==> config.mk <==
export PLATFORM = sky130hd
export DESIGN_NAME = ctp_sqrt_cell
export DESIGN_NICKNAME = d
export VERILOG_FILES = /design/src/rtl/core/ctp_pkg.sv /design/src/rtl/core/ctp_sqrt_cell.sv
export SDC_FILE = /design/constraint.sdc
export NUM_CORES = 1
export LEC_CHECK = 0
export ABC_CLOCK_PERIOD_IN_PS = 6300
export BUFFER_PORTS_ARGS = -buffer_cell sky130_fd_sc_hd__buf_2
export CAP_MARGIN = 20
export CELL_PAD_IN_SITES_DETAIL_PLACEMENT = 1
export CELL_PAD_IN_SITES_GLOBAL_PLACEMENT = 2
export CORE_ASPECT_RATIO = 0.7
export CORE_UTILIZATION = 33
export DETAILED_ROUTE_END_ITERATION = 8
export PLACE_DENSITY = 0.94
export REMOVE_ABC_BUFFERS = 1
export SETUP_SLACK_MARGIN = 0.2
export SYNTH_ARGS = -nofsm -noshare
export SYNTH_HDL_FRONTEND = slang
export SYNTH_SLANG_ARGS = --single-unit
==> constraint.sdc <==
create_clock -name clk -period 6.3 [get_ports clk]
set_clock_uncertainty 0.2 [all_clocks]
set_input_delay 0.315 -clock clk [delete_from_list [all_inputs] [get_ports clk]]
set_output_delay 0.315 -clock clk [all_outputs]
set_load 0.02 [all_outputs]
==> src/rtl/core/ctp_pkg.sv <==
`timescale 1ns / 1ps
`default_nettype none

package ctp_pkg;

	localparam int DATA_WIDTH_DEF = 16;
	localparam int ITERATIONS_DEF = 16;
	localparam int ATAN_TABLE_LEN = 24;

	// coordinates enter the rotator scaled by 2^20
	localparam int GUARD_SHIFT   = 20;
	// headroom for rotator gain and the left half-plane turn
	localparam int CORDIC_MARGIN = 3;

	// angle accumulator: degrees in q.16
	localparam int ZW           = 26;
	localparam int ANGLE_WIDTH  = 16;
	localparam int Z_DEG_90     = 90 * 65536;
	localparam int ROUND_HALF   = 256;
	localparam int ROUND_SHIFT  = 9;
	localparam int ANG_DEG_180  = 23040;
	localparam int ANG_DEG_90   = 11520;

	typedef enum logic [2:0] {
		SEL_CORDIC,
		SEL_ZERO,
		SEL_POS180,
		SEL_POS90,
		SEL_NEG90
	} ang_sel_t;

	typedef struct packed {
		logic     valid;
		ang_sel_t sel;
	} ctp_ctl_t;

	// atan(2^-i) in degrees, q.16, rounded to nearest
	function automatic logic signed [ZW-1:0] ctp_atan(input logic [4:0] idx);
		logic signed [ZW-1:0] v;
		begin
			case (idx)
				5'd0:    v = ZW'(2949120);
				5'd1:    v = ZW'(1740967);
				5'd2:    v = ZW'(919879);
				5'd3:    v = ZW'(466945);
				5'd4:    v = ZW'(234379);
				5'd5:    v = ZW'(117304);
				5'd6:    v = ZW'(58666);
				5'd7:    v = ZW'(29335);
				5'd8:    v = ZW'(14668);
				5'd9:    v = ZW'(7334);
				5'd10:   v = ZW'(3667);
				5'd11:   v = ZW'(1833);
				5'd12:   v = ZW'(917);
				5'd13:   v = ZW'(458);
				5'd14:   v = ZW'(229);
				5'd15:   v = ZW'(115);
				5'd16:   v = ZW'(57);
				5'd17:   v = ZW'(29);
				5'd18:   v = ZW'(14);
				5'd19:   v = ZW'(7);
				5'd20:   v = ZW'(4);
				5'd21:   v = ZW'(2);
				5'd22:   v = ZW'(1);
				default: v = '0;
			endcase
			return v;
		end
	endfunction

endpackage

`default_nettype wire

==> src/rtl/core/ctp_sqrt_cell.sv <==
`timescale 1ns / 1ps
`default_nettype none

module ctp_sqrt_cell import ctp_pkg::*; #(
	parameter int W   = DATA_WIDTH_DEF,
	parameter int RW  = 2 * DATA_WIDTH_DEF + 1,
	parameter int BIT = DATA_WIDTH_DEF - 1
) (
	input  wire logic          clk,
	input  wire logic          en,
	input  wire logic [W-1:0]  q_in,
	input  wire logic [RW-1:0] rem_in,
	output logic      [W-1:0]  q_out,
	output logic      [RW-1:0] rem_out
);

	logic [W-1:0]  q_nx, q_q;
	logic [RW-1:0] rem_nx, rem_q;

	generate
		if (BIT >= 0) begin : g_digit
			logic [RW-1:0] trial;
			always_comb begin
				// (q + 2^b)^2 - q^2
				trial = (RW'(q_in) << (BIT + 1)) + (RW'(1) << (2 * BIT));
				if (rem_in >= trial) begin
					rem_nx = rem_in - trial;
					q_nx = q_in | (W'(1) << BIT);
				end else begin
					rem_nx = rem_in;
					q_nx = q_in;
				end
			end
		end else begin : g_pass
			always_comb begin
				rem_nx = rem_in;
				q_nx = q_in;
			end
		end
	endgenerate

	always_ff @(posedge clk) begin
		if (en) begin
			q_q <= q_nx;
			rem_q <= rem_nx;
		end
	end

	assign q_out   = q_q;
	assign rem_out = rem_q;

endmodule

`default_nettype wire

==> metrics.csv <==
stage;metric;value;unit
yosys;sequential-to-total area share from yosys stat;52.9;%
power;Comb pwr share;26.1;%
status;failing checks;DRC;
clock_tree;H-tree levels;2;
floorplan;Die Y;78.8;um
floorplan;Initial Util;34.8;%
power;Max IR drop VDD;0.142;mV
timing;Worst Tran Pin Value;0.833;ns
final_layout;Final nets;409;
placed_design;gpl congestion;0.826;
floorplan;die area;8810;sq um
job;Max Cap Viol;0;
yosys;Post-Syn Instances;236;
worst_setup_path;critical path data arrival time;2.95;ns
power;overall power;968;uW
worst_setup_path;Slowest-stage cell, CP;a31oi_4;
yosys;flops & latches, synth;49;
grt;initial antenna violation count;0;
grt;pin count of the biggest net entering global routing;50;
detailed_routing;remaining antenna violation count after routing;0;
clock_tree;cts repair resizes;0;
clock_tree;Clk Tree Root Cell;clkbuf_16;
worst_setup_path;worst-path cell chain;buf_2, ha_1, inv_1, ha_1, nand4_1, nor2_1, a211oi_1, a31oi_4, mux2_2;
grt;first-pass GRT wire length;11400;um
worst_setup_path;CP Launch Type;input port;
timing;Final WS setup;3.18;ns
timing;Final Hold Fails;0;
detailed_routing;DR iter-0 viols;187;
worst_setup_path;Crit Path Max Fanout;18;
floorplan;IO Count;100;
final_layout;share of layout cells above drive strength 1;36.5;%
worst_setup_path;Crit path required time;6.14;ns
timing;RSZ-0062 raised after global routing;false;
worst_setup_path;Setup crit start;q_in[14];
yosys;Post-Syn Area;2780;sq um
clock_tree;CTS buffer count;5;
power;clock power share;31.7;%
timing;Worst slew margin;44.4;%
placed_design;DP HPWL;5520;um
timing;Tcrit/Tclk final;49.5;%
clock_tree;CTS hold repair buffers;0;
worst_setup_path;Max stage delay on crit path;0.71;ns
timing;setup violation total in the final timing report;0;
placed_design;IO buf count;99;
final_layout;Area Growth Syn to Fin;27.6;%
clock_tree;CTS tree;done;
status;result of the run;complete, but fails checks;
yosys;Yosys cell types;40;
yosys;Yosys Warn Count;0;
yosys;Mean Syn Cell Area;11.8;sq um
floorplan;Core Region;8010;sq um
clock_tree;Post-CTS Setup Inserts;0;
timing;fmax;321;MHz
detailed_routing;Total Wirelength;7190;um
timing;setup_tns;0;ns
detailed_routing;vias per inst;4.99;
power;Lkg Pwr;0.00156;uW
detailed_routing;residual DRC count;13;
grt;gr ovfl total;0;
worst_setup_path;Setup CP Type;input port to flop;
power;net switching power;279;uW
timing;hold_ws;0.0137;ns
detailed_routing;WL per Instance;16.3;um
clock_tree;clock-pin slew on the worst setup and hold paths;0.07;ns
timing;minimum clock period;3.12;ns
power;Reg power frac;42.2;%
floorplan;cell row count;27;
floorplan;Die Span X;112;um
detailed_routing;DR vias;2201;
detailed_routing;DRT Pass-1 Iters;6;
power;internal power;689;uW
hold_path;Hold Crit Start;rem_in[12];
worst_setup_path;CP Capture Type;flop;
power;Pwr Density;272;nW/um^2
final_layout;diodes inserted;0;
worst_setup_path;cell mode on critical path;ha_1;
grt;GRT Overall Usage;16.7;%
clock_tree;Sink Count;49;
grt;vias in the first global route;2305;
power;Switching Share;28.8;%
clock_tree;Max clock buf depth;2;
timing;max-slew violations;0;
hold_path;Hold Crit Class;input port to flop;
placed_design;setup slack at placement;2.89;ns
==> power by group through the flow <==
stage	clock network, uW	registers (uW)	logic (uW)
after global routing	324	412	274
after floorplan	0	462	116
after detailed placement	0	416	250
after global placement	0	415	242
after CTS	314	410	252
final	307	408	252
==> logic make-up after synthesis <==
family / synth area share [%]
AOI/OAI and AO/OA: 12.8
xor gates and xnor gates: 2.20
adders and majority gates: 8.81
buffers and inverters: 4.86
DFF: 52.9
muxes: 7.37
and+or+nand+nor: 11.1
==> through the flow <==
step                      area (sq um)  util [%]  instances
after floorplan                   2740         -        232
after global placement            3360      42.0        432
after detailed placement          3360      42.0        432
after CTS                         3530      44.1        440
after global routing              3550      44.4        441
final                             3550      44.4        441
==> layout make-up <==
cell class / instances / area [sq um]
Tap cell: 101 / 126
Fill cell: 901 / 4460
Timing Repair Buffer: 100 / 515
Clock inverter: 2 / 38.8
Multi-Input combinational cell: 158 / 1180
Sequential cell: 49 / 1470
Inverter: 25 / 93.8
Clock buffer: 6 / 129
==> layer usage <==
| metal | GRT usage, % | vias up | wire [um] |
|---|---|---|---|
| met5 | 0 | - | 0 |
| met4 | 3.24 | 0 | 48 |
| met3 | 5.50 | 8 | 609 |
| met2 | 27.3 | 73 | 3120 |
| met1 | 21.8 | 1038 | 3420 |
| li1 | - | 1082 | - |
==> Yosys cell counts <==
library cell,instances,area [sq um]
a211oi_1,4,30.0
o22a_1,1,8.76
and2_1,2,12.5
a22oi_2,1,12.5
nand2b_1,3,18.8
clkbuf_2,1,5.00
or4_1,3,22.5
o22ai_1,1,6.26
inv_1,25,93.8
mux2_4,3,45.0
fa_1,1,20.0
edfxtp_1,49,1470
xor2_1,3,26.3
mux2_2,8,90.1
xnor2_1,4,35.0
o21bai_1,1,7.51
a21o_1,2,15.0
ha_1,18,225
a31oi_4,1,21.3
buf_12,1,20.0
nand4_1,4,25.0
nor2b_1,4,25.0
o31a_1,3,26.3
o311a_1,1,10.0
o21a_1,5,37.5
o21ai_0,12,60.1
nand3_1,7,35.0
o211ai_1,4,30.0
nor4_1,1,6.26
nor2_1,19,71.3
nand2_1,8,30.0
a21boi_0,1,7.51
buf_6,1,11.3
mux2i_1,7,70.1
a21oi_1,15,75.1
nor4_2,1,12.5
or2_2,3,18.8
nor3_1,6,30.0
buf_2,1,5.00
o311ai_0,1,8.76
==> worst max-delay path: cells and delay by family <==
kind | cells | cell delay (ns)
compound gates | 2 | 0.87
fa+ha+maj | 2 | 0.65
buf+inv | 2 | 0.17
mux | 1 | 0.42
simple gates | 2 | 0.52
==> flip-flops by register name, summed over array words and instances, names as in the netlist <==
name / cells
rem_out: 33
q_out: 16
==> placed cells by master, fill, tap and decap left out, drive strengths merged, types with 2 or more instances in the layout <==
master	count
buf	100
edfxtp	49
inv	25
nor2	19
ha	18
a21oi	15
o21ai	12
mux2	11
nand2	8
nand3	7
mux2i	7
nor3	6
clkbuf	6
o21a	5
nor2b	4
nand4	4
o211ai	4
a211oi	4
xnor2	4
nand2b	3
o31a	3
or2	3
or4	3
xor2	3
a21o	2
and2	2
nor4	2
==> final timing paths <==
kind	slack, ns	depth (start not counted)	end
max	3.18	9	rem_out[25]
min	0.01	1	rem_out[12]
Note: power is estimated with default switching activity, not from simulation.
