$ cat src/rtl/core/ctp_pkg.sv
`timescale 1ns / 1ps
`default_nettype none

package ctp_pkg;

	localparam int DATA_WIDTH_DEF = 16;
	localparam int ITERATIONS_DEF = 16;
	localparam int ATAN_TABLE_LEN = 24;

	// coordinates enter the rotator scaled by 2^20
	localparam int GUARD_SHIFT   = 20;
	// headroom for rotator gain and the left half-plane turn
	localparam int CORDIC_MARGIN = 3;

	// angle accumulator: degrees in q.16
	localparam int ZW           = 26;
	localparam int ANGLE_WIDTH  = 16;
	localparam int Z_DEG_90     = 90 * 65536;
	localparam int ROUND_HALF   = 256;
	localparam int ROUND_SHIFT  = 9;
	localparam int ANG_DEG_180  = 23040;
	localparam int ANG_DEG_90   = 11520;

	typedef enum logic [2:0] {
		SEL_CORDIC,
		SEL_ZERO,
		SEL_POS180,
		SEL_POS90,
		SEL_NEG90
	} ang_sel_t;

	typedef struct packed {
		logic     valid;
		ang_sel_t sel;
	} ctp_ctl_t;

	// atan(2^-i) in degrees, q.16, rounded to nearest
	function automatic logic signed [ZW-1:0] ctp_atan(input logic [4:0] idx);
		logic signed [ZW-1:0] v;
		begin
			case (idx)
				5'd0:    v = ZW'(2949120);
				5'd1:    v = ZW'(1740967);
				5'd2:    v = ZW'(919879);
				5'd3:    v = ZW'(466945);
				5'd4:    v = ZW'(234379);
				5'd5:    v = ZW'(117304);
				5'd6:    v = ZW'(58666);
				5'd7:    v = ZW'(29335);
				5'd8:    v = ZW'(14668);
				5'd9:    v = ZW'(7334);
				5'd10:   v = ZW'(3667);
				5'd11:   v = ZW'(1833);
				5'd12:   v = ZW'(917);
				5'd13:   v = ZW'(458);
				5'd14:   v = ZW'(229);
				5'd15:   v = ZW'(115);
				5'd16:   v = ZW'(57);
				5'd17:   v = ZW'(29);
				5'd18:   v = ZW'(14);
				5'd19:   v = ZW'(7);
				5'd20:   v = ZW'(4);
				5'd21:   v = ZW'(2);
				5'd22:   v = ZW'(1);
				default: v = '0;
			endcase
			return v;
		end
	endfunction

endpackage

`default_nettype wire

$ cat src/rtl/core/ctp_cordic_cell.sv
`timescale 1ns / 1ps
`default_nettype none

module ctp_cordic_cell import ctp_pkg::*; #(
	parameter int CW    = DATA_WIDTH_DEF + GUARD_SHIFT + CORDIC_MARGIN,
	parameter int SHIFT = 0,
	parameter int ITERS = ITERATIONS_DEF
) (
	input  wire logic                 clk,
	input  wire logic                 arst_n,
	input  wire logic                 en,
	input  wire ctp_ctl_t             ctl_in,
	input  wire logic signed [CW-1:0] cx_in,
	input  wire logic signed [CW-1:0] cy_in,
	input  wire logic signed [ZW-1:0] z_in,
	output ctp_ctl_t                  ctl_out,
	output logic signed [CW-1:0]      cx_out,
	output logic signed [CW-1:0]      cy_out,
	output logic signed [ZW-1:0]      z_out
);

	logic signed [CW-1:0] cx_nx, cy_nx;
	logic signed [ZW-1:0] z_nx;
	ctp_ctl_t             ctl_q;
	logic signed [CW-1:0] cx_q, cy_q;
	logic signed [ZW-1:0] z_q;

	generate
		if (SHIFT < ITERS && SHIFT < ATAN_TABLE_LEN) begin : g_rot
			localparam logic signed [ZW-1:0] ATAN_STEP = ctp_atan(5'(SHIFT));
			logic signed [CW-1:0] dx, dy;
			always_comb begin
				dx = cy_in >>> SHIFT;
				dy = cx_in >>> SHIFT;
				// drive y toward zero
				if (!cy_in[CW-1]) begin
					cx_nx = cx_in + dx;
					cy_nx = cy_in - dy;
					z_nx = z_in + ATAN_STEP;
				end else begin
					cx_nx = cx_in - dx;
					cy_nx = cy_in + dy;
					z_nx = z_in - ATAN_STEP;
				end
			end
		end else begin : g_pass
			always_comb begin
				cx_nx = cx_in;
				cy_nx = cy_in;
				z_nx = z_in;
			end
		end
	endgenerate

	always_ff @(posedge clk or negedge arst_n) begin
		if (!arst_n) begin
			ctl_q <= '0;
		end else if (en) begin
			ctl_q <= ctl_in;
		end
	end

	always_ff @(posedge clk) begin
		if (en) begin
			cx_q <= cx_nx;
			cy_q <= cy_nx;
			z_q <= z_nx;
		end
	end

	assign ctl_out = ctl_q;
	assign cx_out  = cx_q;
	assign cy_out  = cy_q;
	assign z_out   = z_q;

endmodule

`default_nettype wire

$ cat config.mk
export PLATFORM = sky130hd
export DESIGN_NAME = ctp_cordic_cell
export DESIGN_NICKNAME = d
export VERILOG_FILES = /design/src/rtl/core/ctp_pkg.sv /design/src/rtl/core/ctp_cordic_cell.sv
export SDC_FILE = /design/constraint.sdc
export NUM_CORES = 1
export LEC_CHECK = 0
export ABC_AREA = 1
export ABC_CLOCK_PERIOD_IN_PS = 1000
export BUFFER_PORTS_ARGS = -buffer_cell sky130_fd_sc_hd__buf_2
export CORE_AREA = 2 2 232 234
export CTS_CLUSTER_SIZE = 12
export DETAILED_ROUTE_END_ITERATION = 8
export DIE_AREA = 0 0 234 236
export REMOVE_ABC_BUFFERS = 1
export SYNTH_ARGS = -nofsm -noshare
export SYNTH_HDL_FRONTEND = slang
export SYNTH_SLANG_ARGS = --single-unit
export TNS_END_PERCENT = 5
$ cat constraint.sdc
create_clock -name clk -period 1 [get_ports clk]
set_input_delay 0 -clock clk [delete_from_list [all_inputs] [get_ports clk]]
set_output_delay 0 -clock clk [all_outputs]
set_load 0.01 [all_outputs]
==> results_dict.tcl <==
set metrics [dict create \
    status "finished with violations" \
    violations "setup timing" \
    r2r_setup_slack_ps 260 \
    synthArstFlopShare 0.03738 \
    clkLatencyLatePin_ps 400 \
    drv_slew 0 \
    power.density_nw_per_um2 1006 \
    nets 2905 \
    r2r_start "ctl_out[1]$_DFFE_PN0P_" \
    fin_setup_tns_ps -28220 \
    power_uw 21110 \
    hold_depth 3 \
    stdcell_area_um2 20990 \
    antenna_found_initial 13 \
    root_buffer "clkbuf_16" \
    fmax_ghz 0.6703 \
    wl_um 54560 \
    ant_nets 0 \
    finalCritPeriodShare 1.492 \
    period_minus_slack_ps 1492 \
    numCtsBuffers 9 \
    ios 219 \
    cts.reportedPaths.clkPinSlew_ps 80 \
    drc 0 \
    ys_types 42 \
    relSlewSlack 0.6581 \
    rr_endpoint "ctl_out[1]$_DFFE_PN0P_" \
    nFillCells 5397 \
    grt_overflow 0 \
    portBuffers 218 \
    htreeDepth 3 \
    hold_viol_final 0 \
    yosys.area.top_type "edfxtp_1" \
    hold_ws_ps 55.33 \
    hold_end "z_out[16]$_DFFE_PP_" \
    path_max_fanout 8 \
    tightest_slew_ps 512.9 \
    cp-end-kind "flip-flop" \
    die_x_um 234 \
    clock_path_buffers 2 \
    ys_warn_count 0 \
    synth_area_leaders "edfxtp_1, nand2_1, ha_1" \
    num_vias 15132 \
    dr.pass1.iters 5 \
    netlist_area_um2 13020 \
    avgSynthCellArea_um2 6.340 \
    setup_viol 81 \
    layoutNonFillerInstCount 3378 \
    synth_ff_type "edfxtp_1" \
    total_leakage_power_uw 0.01054 \
    cts.sinks 107 \
    drive_gt1_frac 0.4590 \
    hpwl_um 44170 \
    fp-row-count 85 \
    rsz0062_at_grt "yes" \
    start_util 0.2453 \
    synth_seq_cells 107 \
    grt_pass1_wl_um 80240 \
    drt-vias-per-instance 4.480 \
    die_h_um 236 \
    ys_seq_area_frac 0.2453 \
    vdd_drop_max_mv 0.7335 \
    hold_start "z_in[16]" \
    grt.total_usage 0.1905 \
    placed_cells 3297 \
    reg2reg_depth 1 \
    synth_edf_count 103 \
    dieArea_um2 55220 \
    netlist.area_leader.share 0.2376 \
    crit_path_start_kind "input port" \
    max-cap-violations 0 \
    gp_congestion 0.9371 \
    cts_tree "done" \
    hold_path.class "in -> reg" \
    placed_cell_area_um2 17560 \
    syn2layout_area_growth_pct 61.23 \
    fin_ws_ps -491.8 \
    worstPathRequired_ps 1150 \
    grt_pass1_vias 14854 \
    wl_per_cell_um 16.15 \
    postSynthCellCount 2053 \
    core_um2 53070 \
    critPathKind "in -> reg" \
    drt_iter0_markers 868 \
    worstPathArrival_ps 1650 \
    grt_max_degree 43 \
    finClkSkew_ps 0 \
]
power breakdown:
group          internal [uW]  total, uW  leakage (uW)  switching, uW
Combinational           4930      11500       0.00935           6520
Sequential              5690       5890       0.00105            196
Clock                   1740       3770      0.000141           2030
Total                  12400      21100        0.0105           8750
synthesized netlist by cell type, drive strengths merged, types with 4 or more instances:
cell type and instances:
ha 122, nand3 176, nor2 200, xor2 38, buf 47, nor3 12
dfrtp 4, and2 6, a21oi 125, nand4 9, fa 4, o22ai 9
a21o 4, o21ai 76, clkbuf 4, edfxtp 103, o211ai 7, or2 4
inv 369, o21bai 20, mux2 4, nand2 701
stage by stage:
step	setup WS (ps)	util
after floorplan	-1002	-
after detailed placement	-1234	0.3308
after global routing	-555.8	0.3953
after CTS	-472.3	0.3604
final	-491.8	0.3955
after global placement	-1235	0.3308
how the worst max path moves through the flow:
stage               startpoint                   end  slack (ps)  cells past startpoint
floorplan            cy_in[38]   z_out[23]$_DFFE_PP_       -1000                      8
global placement      cx_in[9]  cy_out[11]$_DFFE_PP_       -1240                     10
detailed placement    cx_in[9]  cy_out[11]$_DFFE_PP_       -1230                     10
CTS                   cy_in[0]  cy_out[38]$_DFFE_PP_        -470                     16
global route          cx_in[8]  cx_out[31]$_DFFE_PP_        -560                     14
finish               cx_in[16]  cy_out[21]$_DFFE_PP_        -490                     11
registers in the layout, summed over array words and instances (netlist names):
register and cells:
ctl_out 4, cx_out 39, cy_out 38, z_out 26
layout by cell type (no fill, tap or decap), types with 56 or more instances in the layout:
master,instances
edfxtp_1,103
nand2_1,521
inv_2,64
buf_2,200
nand3_1,135
inv_1,297
ha_1,76
nor2_1,95
a21oi_2,60
nor2_2,56
buf_4,391
nand2_2,150
metal layers:
| metal | up-vias | share of wire | GRT usage |
|---|---|---|---|
| met5 | - | 0.00060 | 0 |
| met4 | 4 | 0.051 | 0.08957 |
| met3 | 126 | 0.056 | 0.03457 |
| met2 | 383 | 0.47 | 0.3197 |
| met1 | 6954 | 0.42 | 0.2339 |
| li1 | 7665 | - | - |
cell families (layout without fill, tap and decap cells):
logic type	after synthesis	count (layout)	share of synthesized area
AND/OR/NAND/NOR	1109	1109	0.3616
buffers and inverters	421	1041	0.1334
AO/OA/AOI/OAI	245	245	0.1052
adder cells (fa/ha/maj)	126	126	0.1234
flip-flops	107	107	0.2453
XOR/XNOR	41	41	0.02759
multiplexers	4	4	0.003460
other	0	9	0
area by class of cell:
type / count / area (um^2) / share of cell area
multi-input cells: 1525 / 10510 / 0.5008
repair buffers: 655 / 4688 / 0.2234
flip-flops and latches: 107 / 3193 / 0.1521
inverters: 370 / 1413 / 0.06731
well taps: 696 / 870.8 / 0.04150
clock buffers: 9 / 225.2 / 0.01073
clock inverters: 7 / 63.81 / 0.003041
diodes: 9 / 22.52 / 0.001073
critical path, cell delays in order:
cell and delay, ps:
buf_2 90, inv_1 50, ha_4 330, inv_1 90
a21oi_2 260, nand2_2 110, a21oi_2 210, buf_4 140
nand4_1 170, nand3_1 130, nand2_1 60
what timing repair did:
action / CTS / global route
gates cloned: 0 / 0
setup buffers: 12 / 23
hold buffers: 24 / 0
gates resized for setup: 239 / 482
setup endpoints to repair: 96 / 96
pin swaps: 54 / 147
hold endpoints to repair: 26 / 0
No activity file was read; power rests on OpenSTA's default activity.
