==> config.mk <==
export PLATFORM = sky130hd
export DESIGN_NAME = ctp_prep
export DESIGN_NICKNAME = d
export VERILOG_FILES = /design/src/rtl/core/ctp_pkg.sv /design/src/rtl/core/ctp_prep.sv
export SDC_FILE = /design/constraint.sdc
export NUM_CORES = 1
export LEC_CHECK = 0
export ABC_AREA = 1
export BUFFER_PORTS_ARGS = -buffer_cell sky130_fd_sc_hd__buf_2
export CAP_MARGIN = 20
export CELL_PAD_IN_SITES_DETAIL_PLACEMENT = 1
export CELL_PAD_IN_SITES_GLOBAL_PLACEMENT = 1
export CORE_MARGIN = 4
export CORE_UTILIZATION = 43
export DETAILED_ROUTE_END_ITERATION = 8
export PLACE_DENSITY_LB_ADDON = 0.1
export SLEW_MARGIN = 10
export SYNTH_ARGS = -nofsm -noshare
export SYNTH_HDL_FRONTEND = slang
export SYNTH_SLANG_ARGS = --single-unit
==> constraint.sdc <==
create_clock -name clk -period 2.6 [get_ports clk]
set_input_delay 0.78 -clock clk [delete_from_list [all_inputs] [get_ports clk]]
set_output_delay 0.78 -clock clk [all_outputs]
set_load 0.02 [all_outputs]
==> src/rtl/core/ctp_pkg.sv <==
`timescale 1ns / 1ps
`default_nettype none

package ctp_pkg;

	localparam int DATA_WIDTH_DEF = 16;
	localparam int ITERATIONS_DEF = 16;
	localparam int ATAN_TABLE_LEN = 24;

	// coordinates enter the rotator scaled by 2^20
	localparam int GUARD_SHIFT   = 20;
	// headroom for rotator gain and the left half-plane turn
	localparam int CORDIC_MARGIN = 3;

	// angle accumulator: degrees in q.16
	localparam int ZW           = 26;
	localparam int ANGLE_WIDTH  = 16;
	localparam int Z_DEG_90     = 90 * 65536;
	localparam int ROUND_HALF   = 256;
	localparam int ROUND_SHIFT  = 9;
	localparam int ANG_DEG_180  = 23040;
	localparam int ANG_DEG_90   = 11520;

	typedef enum logic [2:0] {
		SEL_CORDIC,
		SEL_ZERO,
		SEL_POS180,
		SEL_POS90,
		SEL_NEG90
	} ang_sel_t;

	typedef struct packed {
		logic     valid;
		ang_sel_t sel;
	} ctp_ctl_t;

	// atan(2^-i) in degrees, q.16, rounded to nearest
	function automatic logic signed [ZW-1:0] ctp_atan(input logic [4:0] idx);
		logic signed [ZW-1:0] v;
		begin
			case (idx)
				5'd0:    v = ZW'(2949120);
				5'd1:    v = ZW'(1740967);
				5'd2:    v = ZW'(919879);
				5'd3:    v = ZW'(466945);
				5'd4:    v = ZW'(234379);
				5'd5:    v = ZW'(117304);
				5'd6:    v = ZW'(58666);
				5'd7:    v = ZW'(29335);
				5'd8:    v = ZW'(14668);
				5'd9:    v = ZW'(7334);
				5'd10:   v = ZW'(3667);
				5'd11:   v = ZW'(1833);
				5'd12:   v = ZW'(917);
				5'd13:   v = ZW'(458);
				5'd14:   v = ZW'(229);
				5'd15:   v = ZW'(115);
				5'd16:   v = ZW'(57);
				5'd17:   v = ZW'(29);
				5'd18:   v = ZW'(14);
				5'd19:   v = ZW'(7);
				5'd20:   v = ZW'(4);
				5'd21:   v = ZW'(2);
				5'd22:   v = ZW'(1);
				default: v = '0;
			endcase
			return v;
		end
	endfunction

endpackage

`default_nettype wire

==> src/rtl/core/ctp_prep.sv <==
`timescale 1ns / 1ps
`default_nettype none

module ctp_prep import ctp_pkg::*; #(
	parameter int W  = DATA_WIDTH_DEF,
	parameter int CW = DATA_WIDTH_DEF + GUARD_SHIFT + CORDIC_MARGIN,
	parameter int RW = 2 * DATA_WIDTH_DEF + 1
) (
	input  wire logic                 clk,
	input  wire logic                 arst_n,
	input  wire logic                 en,
	input  wire logic                 in_valid,
	input  wire logic signed [W-1:0]  x_coord,
	input  wire logic signed [W-1:0]  y_coord,
	output ctp_ctl_t                  ctl,
	output logic signed [CW-1:0]      cx,
	output logic signed [CW-1:0]      cy,
	output logic signed [ZW-1:0]      z,
	output logic        [RW-1:0]      rem
);

	logic signed [CW-1:0] xg, yg, cx_nx, cy_nx;
	logic signed [ZW-1:0] z_nx;
	ang_sel_t             sel_nx;

	ctp_ctl_t             ctl_s1, ctl_s2;
	logic signed [2*W-1:0] sq_x_s1, sq_y_s1;
	logic signed [CW-1:0] cx_s1, cy_s1, cx_s2, cy_s2;
	logic signed [ZW-1:0] z_s1, z_s2;
	logic        [RW-1:0] sum_s2;

	always_comb begin
		xg = CW'(x_coord) <<< GUARD_SHIFT;
		yg = CW'(y_coord) <<< GUARD_SHIFT;
		cx_nx = xg;
		cy_nx = yg;
		z_nx = '0;
		// left half-plane: turn by a quarter first
		if (x_coord[W-1]) begin
			if (!y_coord[W-1]) begin
				cx_nx = yg;
				cy_nx = -xg;
				z_nx = ZW'(Z_DEG_90);
			end else begin
				cx_nx = -yg;
				cy_nx = xg;
				z_nx = -ZW'(Z_DEG_90);
			end
		end
		if (y_coord == '0)
			sel_nx = x_coord[W-1] ? SEL_POS180 : SEL_ZERO;
		else if (x_coord == '0)
			sel_nx = y_coord[W-1] ? SEL_NEG90 : SEL_POS90;
		else
			sel_nx = SEL_CORDIC;
	end

	always_ff @(posedge clk or negedge arst_n) begin
		if (!arst_n) begin
			ctl_s1 <= '0;
			ctl_s2 <= '0;
		end else if (en) begin
			ctl_s1 <= '{valid: in_valid, sel: sel_nx};
			ctl_s2 <= ctl_s1;
		end
	end

	always_ff @(posedge clk) begin
		if (en) begin
			sq_x_s1 <= (2*W)'(x_coord) * (2*W)'(x_coord);
			sq_y_s1 <= (2*W)'(y_coord) * (2*W)'(y_coord);
			cx_s1 <= cx_nx;
			cy_s1 <= cy_nx;
			z_s1 <= z_nx;
			sum_s2 <= RW'($unsigned(sq_x_s1)) + RW'($unsigned(sq_y_s1));
			cx_s2 <= cx_s1;
			cy_s2 <= cy_s1;
			z_s2 <= z_s1;
		end
	end

	assign ctl = ctl_s2;
	assign cx  = cx_s2;
	assign cy  = cy_s2;
	assign z   = z_s2;
	assign rem = sum_s2;

endmodule

`default_nettype wire

==> run metrics, run 1 <==
status=finished with violations; failing checks=setup timing; RePlAce Congestion=between 0.8 and 0.9; Inserted Clock Buffers=17; CP most frequent cell=fa_1; post-synth top area share=between 30 and 40%; Setup Viol. Count Final=56; via density per instance=approximately 4.9; Setup crit end kind=flip-flop; worst endpoint data arrival time=about 5800 ps; met2 WL post-DR=52.8 mm; Post-Syn Area=about 0.029 sq mm; CP cell instances=buf_12 -> buf_12 -> nand2_4 -> inv_4 -> fa_2 -> fa_2 -> buf_4 -> fa_1 -> fa_1 -> fa_1 -> fa_1 -> ha_1 -> nand2_2 -> inv_1 -> nand2_4 -> nor3_4 -> nand3_2 -> nand4_1 -> nand2_1; sequential-to-total area share from yosys stat=between 10% and 20%; slew margin rel.=60.9%; number of I/O pins=approximately 180; overall routing resource usage=roughly 28%; die height=268 um; final critical-path share of the clock period=212%; Tmin final=5520 ps; Area Overhead vs Synth=36.8%; std cell rows=95; Post-DP HPWL=about 80 mm; I/O Buffers=between 100 and 150; Crit-path slowest cell=fa_2; register clock-pin slew on the reported worst setup and hold paths=80 ps; CP top delay family=adder cells; Final Hold Violating Endpoints=0; Final Max Slew Viols=0; Die Area=roughly 0.072 sq mm; number of synthesized register bits=around 190; final core occ=around 59%; die width=between 200 and 300 um; CTS tree=built; H-tree depth=4; met3 routed WL=between 3 and 4 mm; final WL=100 mm; Top Layer Used=met5; unrepaired setup endpoints after global routing=yes; DR WL/cell=~20 um; ant diodes=0; DRC viols=0; final worst slack=-2920 ps; Hold WC Path Type=in -> async; register area=~0.0055 sq mm; Synthesis Warnings=0; vias in the first global route=between 20k and 30k; number of max-cap violations=0; area of the multi-input gates=0.0228 sq mm; Post-synth EDFFs=177; Setup Skew=about 15 ps; Syn Area/Cell=~8.3 sq um; Distinct cells, synth=50; Initial Utilization=a little over two fifths; CTS sink count=185; largest net degree at the start of global routing=52; ANT nets after route=0; dominant cell type by area after synthesis=fa_1; DR vias=roughly 25k; Final Net Count=4838; Critical Setup Path Class=in -> reg; CP max stage delay=around 700 ps; First-pass DRT Iterations=5; Critical Path Start Type=input pin; FFs w/ async S/R, synth=about 4.3%; Req. time, crit path=2840 ps; slew at the pin closest to its max-slew limit=slightly below 600 ps; core area=roughly 0.067 sq mm; ys flop type=edfxtp_1; remaining global-route overflow=0; Buf/Inv on CP=5; crit path max fanout=6; DRT iter0 DRCs=approximately 1.1k; Max clock buf depth=2; synth top area cells=fa_1, edfxtp_1, inv_1; first-pass GRT wire length=~160 mm; Post-CTS Hold Buffers=0; fill count=between 7k and 8k; initial antenna violation count=2; Max Clock Freq=~0.18 GHz; Met1 Routed Length=slightly above 40 mm; worst-skew pair later-pin latency=a little under 500 ps; clk root buf=clkbuf_16; share of layout cells above drive strength 1=around a third; cells after synthesis=about 3.5k
state kept, by name (all words and copies together), names as in the netlist:
name / cells
cx_s1: 19
z_s1: 3
z: 3
sq_x_s1: 31
cy: 19
rem: 33
ctl: 4
cx: 19
sq_y_s1: 31
ctl_s1: 4
cy_s1: 19
worst paths after layout:
path / from / to / slack [ps] / depth (start not counted)
max: x_coord[15] / sq_x_s1[27]$_DFFE_PP_ / -2920 / 19
min: arst_n / ctl[0]$_DFFE_PN0P_ / 120 / 1
max reg2reg: sq_y_s1[2]$_DFFE_PP_ / rem[32]$_DFFE_PP_ / 160 / 14
min reg2reg: cx_s1[31]$_DFFE_PP_ / cx[31]$_DFFE_PP_ / 420 / 0
max in group asynchronous: arst_n / ctl_s1[2]$_DFFE_PN0P_ / 2300 / 1
min in group clk: cx_s1[31]$_DFFE_PP_ / cx[31]$_DFFE_PP_ / 420 / 0
Yosys cell counts (all sizes together), types with 4 or more instances:
library cell,instances
dfrtp,8
nand4,44
and2,4
a31o,4
a21o,4
or2,5
inv,993
clkbuf,27
o21bai,24
ha,214
fa,474
nand2,861
nor3,32
xor2,63
nand3,131
xnor2,9
nor2,182
edfxtp,177
a21oi,68
buf,114
o21ai,53
cell usage in the layout, fill, tap and decap left out, drive strengths merged, types with 5 or more instances in the layout:
| cell | count |
|---|---|
| xnor2 | 9 |
| fa | 474 |
| nand3 | 131 |
| inv | 999 |
| clkbuf | 18 |
| conb | 60 |
| nor2 | 182 |
| o21bai | 24 |
| nor3 | 32 |
| clkinv | 7 |
| dfrtp | 8 |
| xor2 | 63 |
| o21ai | 53 |
| buf | 662 |
| a21oi | 68 |
| or2 | 5 |
| nand2 | 861 |
| nand4 | 44 |
| edfxtp | 177 |
| ha | 214 |
layout make-up:
| type | instances | area share (%) |
|---|---|---|
| multi-input combinational | 2252 | 57.4 |
| timing repair buffer | 665 | 15.0 |
| sequential | 185 | 13.9 |
| inverter | 993 | 9.55 |
| tap | 873 | 2.75 |
| clock buffer | 17 | 1.07 |
| clock inverter | 14 | 0.403 |
routing by layer:
layer  vias up  GRT usage, %
li1      11400             -
met1     12600          34.9
met2       493          52.6
met3       171          3.22
met4         2          8.92
met5         -             0
through the flow:
step / cells / TNS [ps] / setup WS, ps / area (sq um) / hold WS, ps
2_1_floorplan: 3571 / -138830 / -3010 / 31300 / 400
3_3_place_gp: 4874 / -174200 / -3480 / 35200 / 402
3_5_place_dp: 4874 / -179470 / -3560 / 35200 / 406
6_report: 4999 / -134250 / -2920 / 39700 / 117
5_1_grt: 4999 / -140790 / -3020 / 39700 / 111
4_1_cts: 4978 / -131250 / -2820 / 38700 / 99.9
what timing repair did:
action,CTS,global route
pin swaps,246,162
setup endpoints to repair,58,60
setup buffers,70,25
gates resized for setup,578,234
gates cloned,5,0
cell families (layout without fill, tap and decap cells):
kind of cell / Yosys count / after routing / share of synthesized area, %
AOI/OAI and AO/OA: 162 / 162 / 3.18
xor gates and xnor gates: 72 / 72 / 2.17
adders and majority gates: 688 / 688 / 41.9
DFF: 185 / 185 / 19.0
buffers and inverters: 1134 / 1689 / 15.7
and+or+nand+nor: 1266 / 1266 / 18.0
muxes: 4 / 4 / 0.146
other: 1 / 60 / 0.0129
Power of run 1 is not shown: default switching activity piles up to over one toggle a cycle in this logic, so the estimate is an artifact.
==> run 2: changes to the inputs <==
CORE_ASPECT_RATIO = 0.9   (was not set)
==> run metrics, run 2 (synthesized netlist as in run 1, its figures left out) <==
share of layout cells above drive strength 1=35.9% (+1.2 points); worst-skew pair later-pin latency=500 ps (about the same); ANT nets after route=0 (unchanged); Buf/Inv on CP=6 (+1); die width=282 um (+5.2%); Final Max Slew Viols=0 (unchanged); CP top delay family=adder cells; Largest register FFs=33 (unchanged); most frequent cells in the layout=inv_1, nand2_1, buf_4; commonest non-fill, non-tap cell in the layout=inv_1; core area=0.0670 sq mm (about the same); DRT iter0 DRCs=1128 (+5.5%); final critical-path share of the clock period=215% (+3.0 points); Critical Setup Path Class=in -> reg; RePlAce Congestion=0.894 (+0.98%); H-tree depth=4 (unchanged); CTS sink count=185 (unchanged); Max Clock Freq=0.179 GHz (-1.4%); Max clock buf depth=2 (unchanged); Post-DP HPWL=81.8 mm (+1.0%); Area Overhead vs Synth=38.3%; Final Hold Violating Endpoints=0 (unchanged); Critical Path Start Type=input pin; number of max-cap violations=0 (unchanged); first-pass GRT wire length=161 mm (+2.3%); status=finished with violations; Initial Utilization=43.4% (about the same); Crit-path slowest cell=fa_2; DRC viols=0 (unchanged); DR vias=25.3k (+2.3%); Setup Viol. Count Final=59 (+5.4%); crit path max fanout=7 (+1); final worst slack=-2990 ps (-77.2 ps); largest net degree at the start of global routing=54 (+3.8%); I/O Buffers=119 (unchanged); First-pass DRT Iterations=5 (unchanged); Tmin final=5590 ps (+77.2 ps); Final Net Count=4878 (+0.83%); CP max stage delay=690 ps (about the same); CTS tree=built; number of I/O pins=177 (unchanged); overall routing resource usage=29.4% (+0.92 points); Hold WC Path Type=in -> async; initial antenna violation count=1 (-1); Worst R2R Path Depth=14 (unchanged); failing checks=setup timing; CP most frequent cell=fa_1; via density per instance=5.01 (+1.4%); unrepaired setup endpoints after global routing=yes; Die Area=0.0718 sq mm (about the same); Post-CTS Hold Buffers=0 (unchanged); std cell rows=90 (-5.3%); Stages on worst setup path=21 (+2); CP cell instances=buf_12 -> buf_16 -> nand2_4 -> inv_4 -> fa_2 -> fa_2 -> buf_6 -> fa_1 -> fa_1 -> fa_1 -> inv_1 -> fa_1 -> inv_2 -> ha_4 -> nand2_4 -> nor2_4 -> nand2_1 -> nor2_1 -> nand2_1 -> nand4_1 -> nand2_1; DR WL/cell=20.7 um (+3.1%); Inserted Clock Buffers=17 (unchanged); remaining global-route overflow=0 (unchanged); Req. time, crit path=2850 ps (about the same); final core occ=60.0% (+0.69 points); Setup crit end kind=flip-flop; final WL=104 mm (+4.0%); die height=255 um (-5.0%); Setup Skew=15.3 ps (+0.0998 ps); clk root buf=clkbuf_16; vias in the first global route=29.3k (+1.6%); register clock-pin slew on the reported worst setup and hold paths=90 ps (about the same); worst endpoint data arrival time=5850 ps (+90 ps)
run 2: cell count changes in the layout (fill, tap and decap cells not counted), sizes merged:
cell | before | now
buf | 662 | 704
bufbuf | 2 | 0
clkinv | 7 | 5
inv | 999 | 1001
clkinvlp | 0 | 1
diode | 0 | 1
run 2: repair_timing:
action / in CTS / in global routing
gates cloned: 5 / 0
pin swaps: 265 / 186
endpoints found under the setup margin: 59 / 62
buffers inserted: 77 / 40
resized for setup: 595 / 250
endpoints found under the hold margin: 0 / 0
run 2: layout make-up:
class / count / area (sq um)
fill: 7633 / 26800
multi-input combinational: 2252 / 22900
timing repair buffer: 705 / 6300
sequential: 185 / 5520
inverter: 993 / 3780
tap: 874 / 1090
clock buffer: 17 / 425
clock inverter: 15 / 180
antenna: 1 / 2.50
run 2: per-layer routing:
| metal | GRT usage [%] | up-vias | wire length (um) | part of all wire [%] |
|---|---|---|---|---|
| met5 | 0 | - | 0 | 0 |
| met4 | 12.3 | 0 | 4570 | 4.4 |
| met3 | 4.59 | 207 | 4510 | 4.3 |
| met2 | 51.4 | 594 | 52500 | 50 |
| met1 | 36.4 | 13000 | 42900 | 41 |
| li1 | - | 11500 | - | - |
run 2: final timing paths:
path                                       from  slack, ps                     to
min in group clk            cy_s1[28]$_DFFE_PP_        430       cy[28]$_DFFE_PP_
min                                      arst_n        100  ctl_s1[0]$_DFFE_PN0P_
max in group asynchronous                arst_n       2320  ctl_s1[2]$_DFFE_PN0P_
max                                 x_coord[15]      -2990  sq_x_s1[24]$_DFFE_PP_
max reg2reg                sq_y_s1[2]$_DFFE_PP_        270      rem[30]$_DFFE_PP_
min reg2reg                 cy_s1[28]$_DFFE_PP_        430       cy[28]$_DFFE_PP_
run 2: per-stage QoR:
stage	instances	setup slack [ps]	setup TNS [ps]	hold slack (ps)	area (sq um)
2_1_floorplan	3571	-3010	-138830	400	31300
3_3_place_gp	4893	-3480	-172500	404	35400
3_5_place_dp	4893	-3570	-179200	405	35400
4_1_cts	5007	-2840	-131080	71.9	39100
5_1_grt	5042	-3090	-142340	89.7	40200
6_report	5042	-2990	-136530	101	40200
Power of run 2 is left out for the same reason.
==> run 3: changes to the inputs <==
ABC_CLOCK_PERIOD_IN_PS = 4610   (was not set)
PLACE_DENSITY = 0.79   (was not set)
PLACE_DENSITY_LB_ADDON = not set   (was 0.1)
clock period = 4.61 ns   (was 2.6 ns; I/O delays follow)
==> run metrics, run 3 (synthesized netlist as in run 1, its figures left out) <==
I/O Buffers=119 (unchanged); initial antenna violation count=9 (+8); slew margin rel.=between 20 and 25%; Final Max Slew Viols=0 (unchanged); Req. time, crit path=4920 ps (+2070 ps); status=finished with violations; core area=0.0670 sq mm (unchanged); failing checks=setup timing; Setup Viol. Count Final=52 (-12%); H-tree depth=4 (unchanged); RePlAce Congestion=0.895 (about the same); CTS tree=built; ANT nets after route=0 (unchanged); vias in the first global route=31.6k (+7.9%); via density per instance=5.96 (+19%); commonest non-fill, non-tap cell in the layout=inv_1; overall routing resource usage=35.0% (+5.6 points); worst endpoint data arrival time=7300 ps (+1450 ps); final WL=153 mm (+47%); Initial Utilization=43.4% (unchanged); Max Clock Freq=between 0.1 and 0.15 GHz; register clock-pin slew on the reported worst setup and hold paths=120 ps (+30 ps); largest net degree at the start of global routing=108 (+100%); DR vias=30.0k (+19%); number of I/O pins=177 (unchanged); first-pass GRT wire length=188 mm (+16%); share of layout cells above drive strength 1=35.5% (-0.40 points); CTS sink count=185 (unchanged); Final Hold Violating Endpoints=0 (unchanged); Die Area=0.0718 sq mm (unchanged); Critical Setup Path Class=in -> reg; Setup crit end kind=flip-flop; remaining global-route overflow=0 (unchanged); First-pass DRT Iterations=6 (+1); slew at the pin closest to its max-slew limit=around 1200 ps; fill count=7653 (+0.26%); Hold WC Path Type=reg -> reg; most frequent cells in the layout=inv_1, nand2_1, buf_4; DRT iter0 DRCs=3545 (+210%); crit path max fanout=8 (+1); final critical-path share of the clock period=152%; worst hold slack=384 ps (+284 ps); std cell rows=90 (unchanged); Largest register FFs=33 (unchanged); Tmin final=roughly 7000 ps; Setup Skew=38.2 ps (+22.9 ps); worst-skew pair later-pin latency=550 ps (+50 ps); Max clock buf depth=2 (unchanged); number of max-cap violations=0 (unchanged); die height=255 um (unchanged); Inserted Clock Buffers=17 (unchanged); die width=282 um (unchanged); Critical Path Start Type=input pin; Final Net Count=4871 (-0.14%); final worst slack=-2380 ps (+617 ps); DRC viols=0 (unchanged); DR WL/cell=30.4 um (+47%); clk root buf=clkbuf_16; Area Overhead vs Synth=37.5%; unrepaired setup endpoints after global routing=yes; Post-DP HPWL=83.7 mm (+2.3%)
==> run 3: cell types whose count changed in the layout (fill, tap and decap cells not counted), sizes merged <==
cell,delta
buf,-8
bufbuf,+1
clkinvlp,+1
diode,+5
inv,-1
==> run 3: through the flow <==
| stage | std cells | setup slack [ps] | cell area (sq um) | TNS (ps) | utilization (%) |
|---|---|---|---|---|---|
| 2_1_floorplan | 3571 | -1600 | 31100 | -63410 | - |
| 6_report | 5040 | -2380 | 40000 | -83610 | 59.6 |
| 3_5_place_dp | 4867 | -2230 | 35100 | -99440 | 52.3 |
| 3_3_place_gp | 4867 | -1960 | 35100 | -90520 | 52.3 |
| 5_1_grt | 5034 | -2350 | 39900 | -85260 | 59.6 |
| 4_1_cts | 4965 | -1440 | 38000 | -58910 | 56.7 |
==> run 3: area by class of cell <==
| type | instances | area (sq um) | area share [%] |
|---|---|---|---|
| diodes | 6 | 15.0 | 0.0376 |
| clock buffers | 17 | 425 | 1.06 |
| clock inverters | 15 | 159 | 0.398 |
| inverters | 993 | 3780 | 9.47 |
| multi-input cells | 2252 | 22900 | 57.2 |
| flip-flops and latches | 185 | 5520 | 13.8 |
| well taps | 874 | 1090 | 2.74 |
| repair buffers | 698 | 6120 | 15.3 |
==> run 3: worst paths after layout <==
kind	startpoint	endpoint	slack [ps]	cells after the start
min	cx_s1[29]$_DFFE_PP_	cx[29]$_DFFE_PP_	380	0
min reg2reg	cx_s1[29]$_DFFE_PP_	cx[29]$_DFFE_PP_	380	0
max	x_coord[11]	sq_x_s1[31]$_DFFE_PP_	-2380	21
min in group asynchronous	arst_n	ctl[1]$_DFFE_PN0P_	660	1
max in group asynchronous	arst_n	ctl_s1[1]$_DFFE_PN0P_	3710	1
max reg2reg	sq_x_s1[26]$_DFFE_PP_	rem[31]$_DFFE_PP_	2280	8
==> run 3: critical path: stages <==
cell and delay (ps):
buf_4 200, buf_6 160, buf_4 170, nand2_2 110, fa_1 500, inv_1 220
fa_1 540, fa_1 540, fa_1 540, fa_1 890, fa_2 630, ha_4 420
nand2_8 100, inv_2 80, nand2_4 90, nor3b_2 210, nand2_1 130, inv_1 120
nor2_1 60, nand2_1 80, nand2_2 80
==> run 3: routing by layer <==
| layer | up-vias | global-route usage (%) | wire (um) |
|---|---|---|---|
| met5 | - | 0 | 12 |
| met4 | 2 | 22.1 | 18900 |
| met3 | 1258 | 7.73 | 14900 |
| met2 | 2476 | 61.6 | 71000 |
| met1 | 14800 | 38.5 | 48700 |
| li1 | 11500 | - | - |
==> run 3: repair_timing <==
item | CTS | global route
resized for setup | 476 | 364
pin swaps | 252 | 279
setup endpoints to repair | 53 | 53
setup buffers | 66 | 74
hold buffers | 0 | 0
cloned | 2 | 0
Power of run 3 is left out for the same reason.
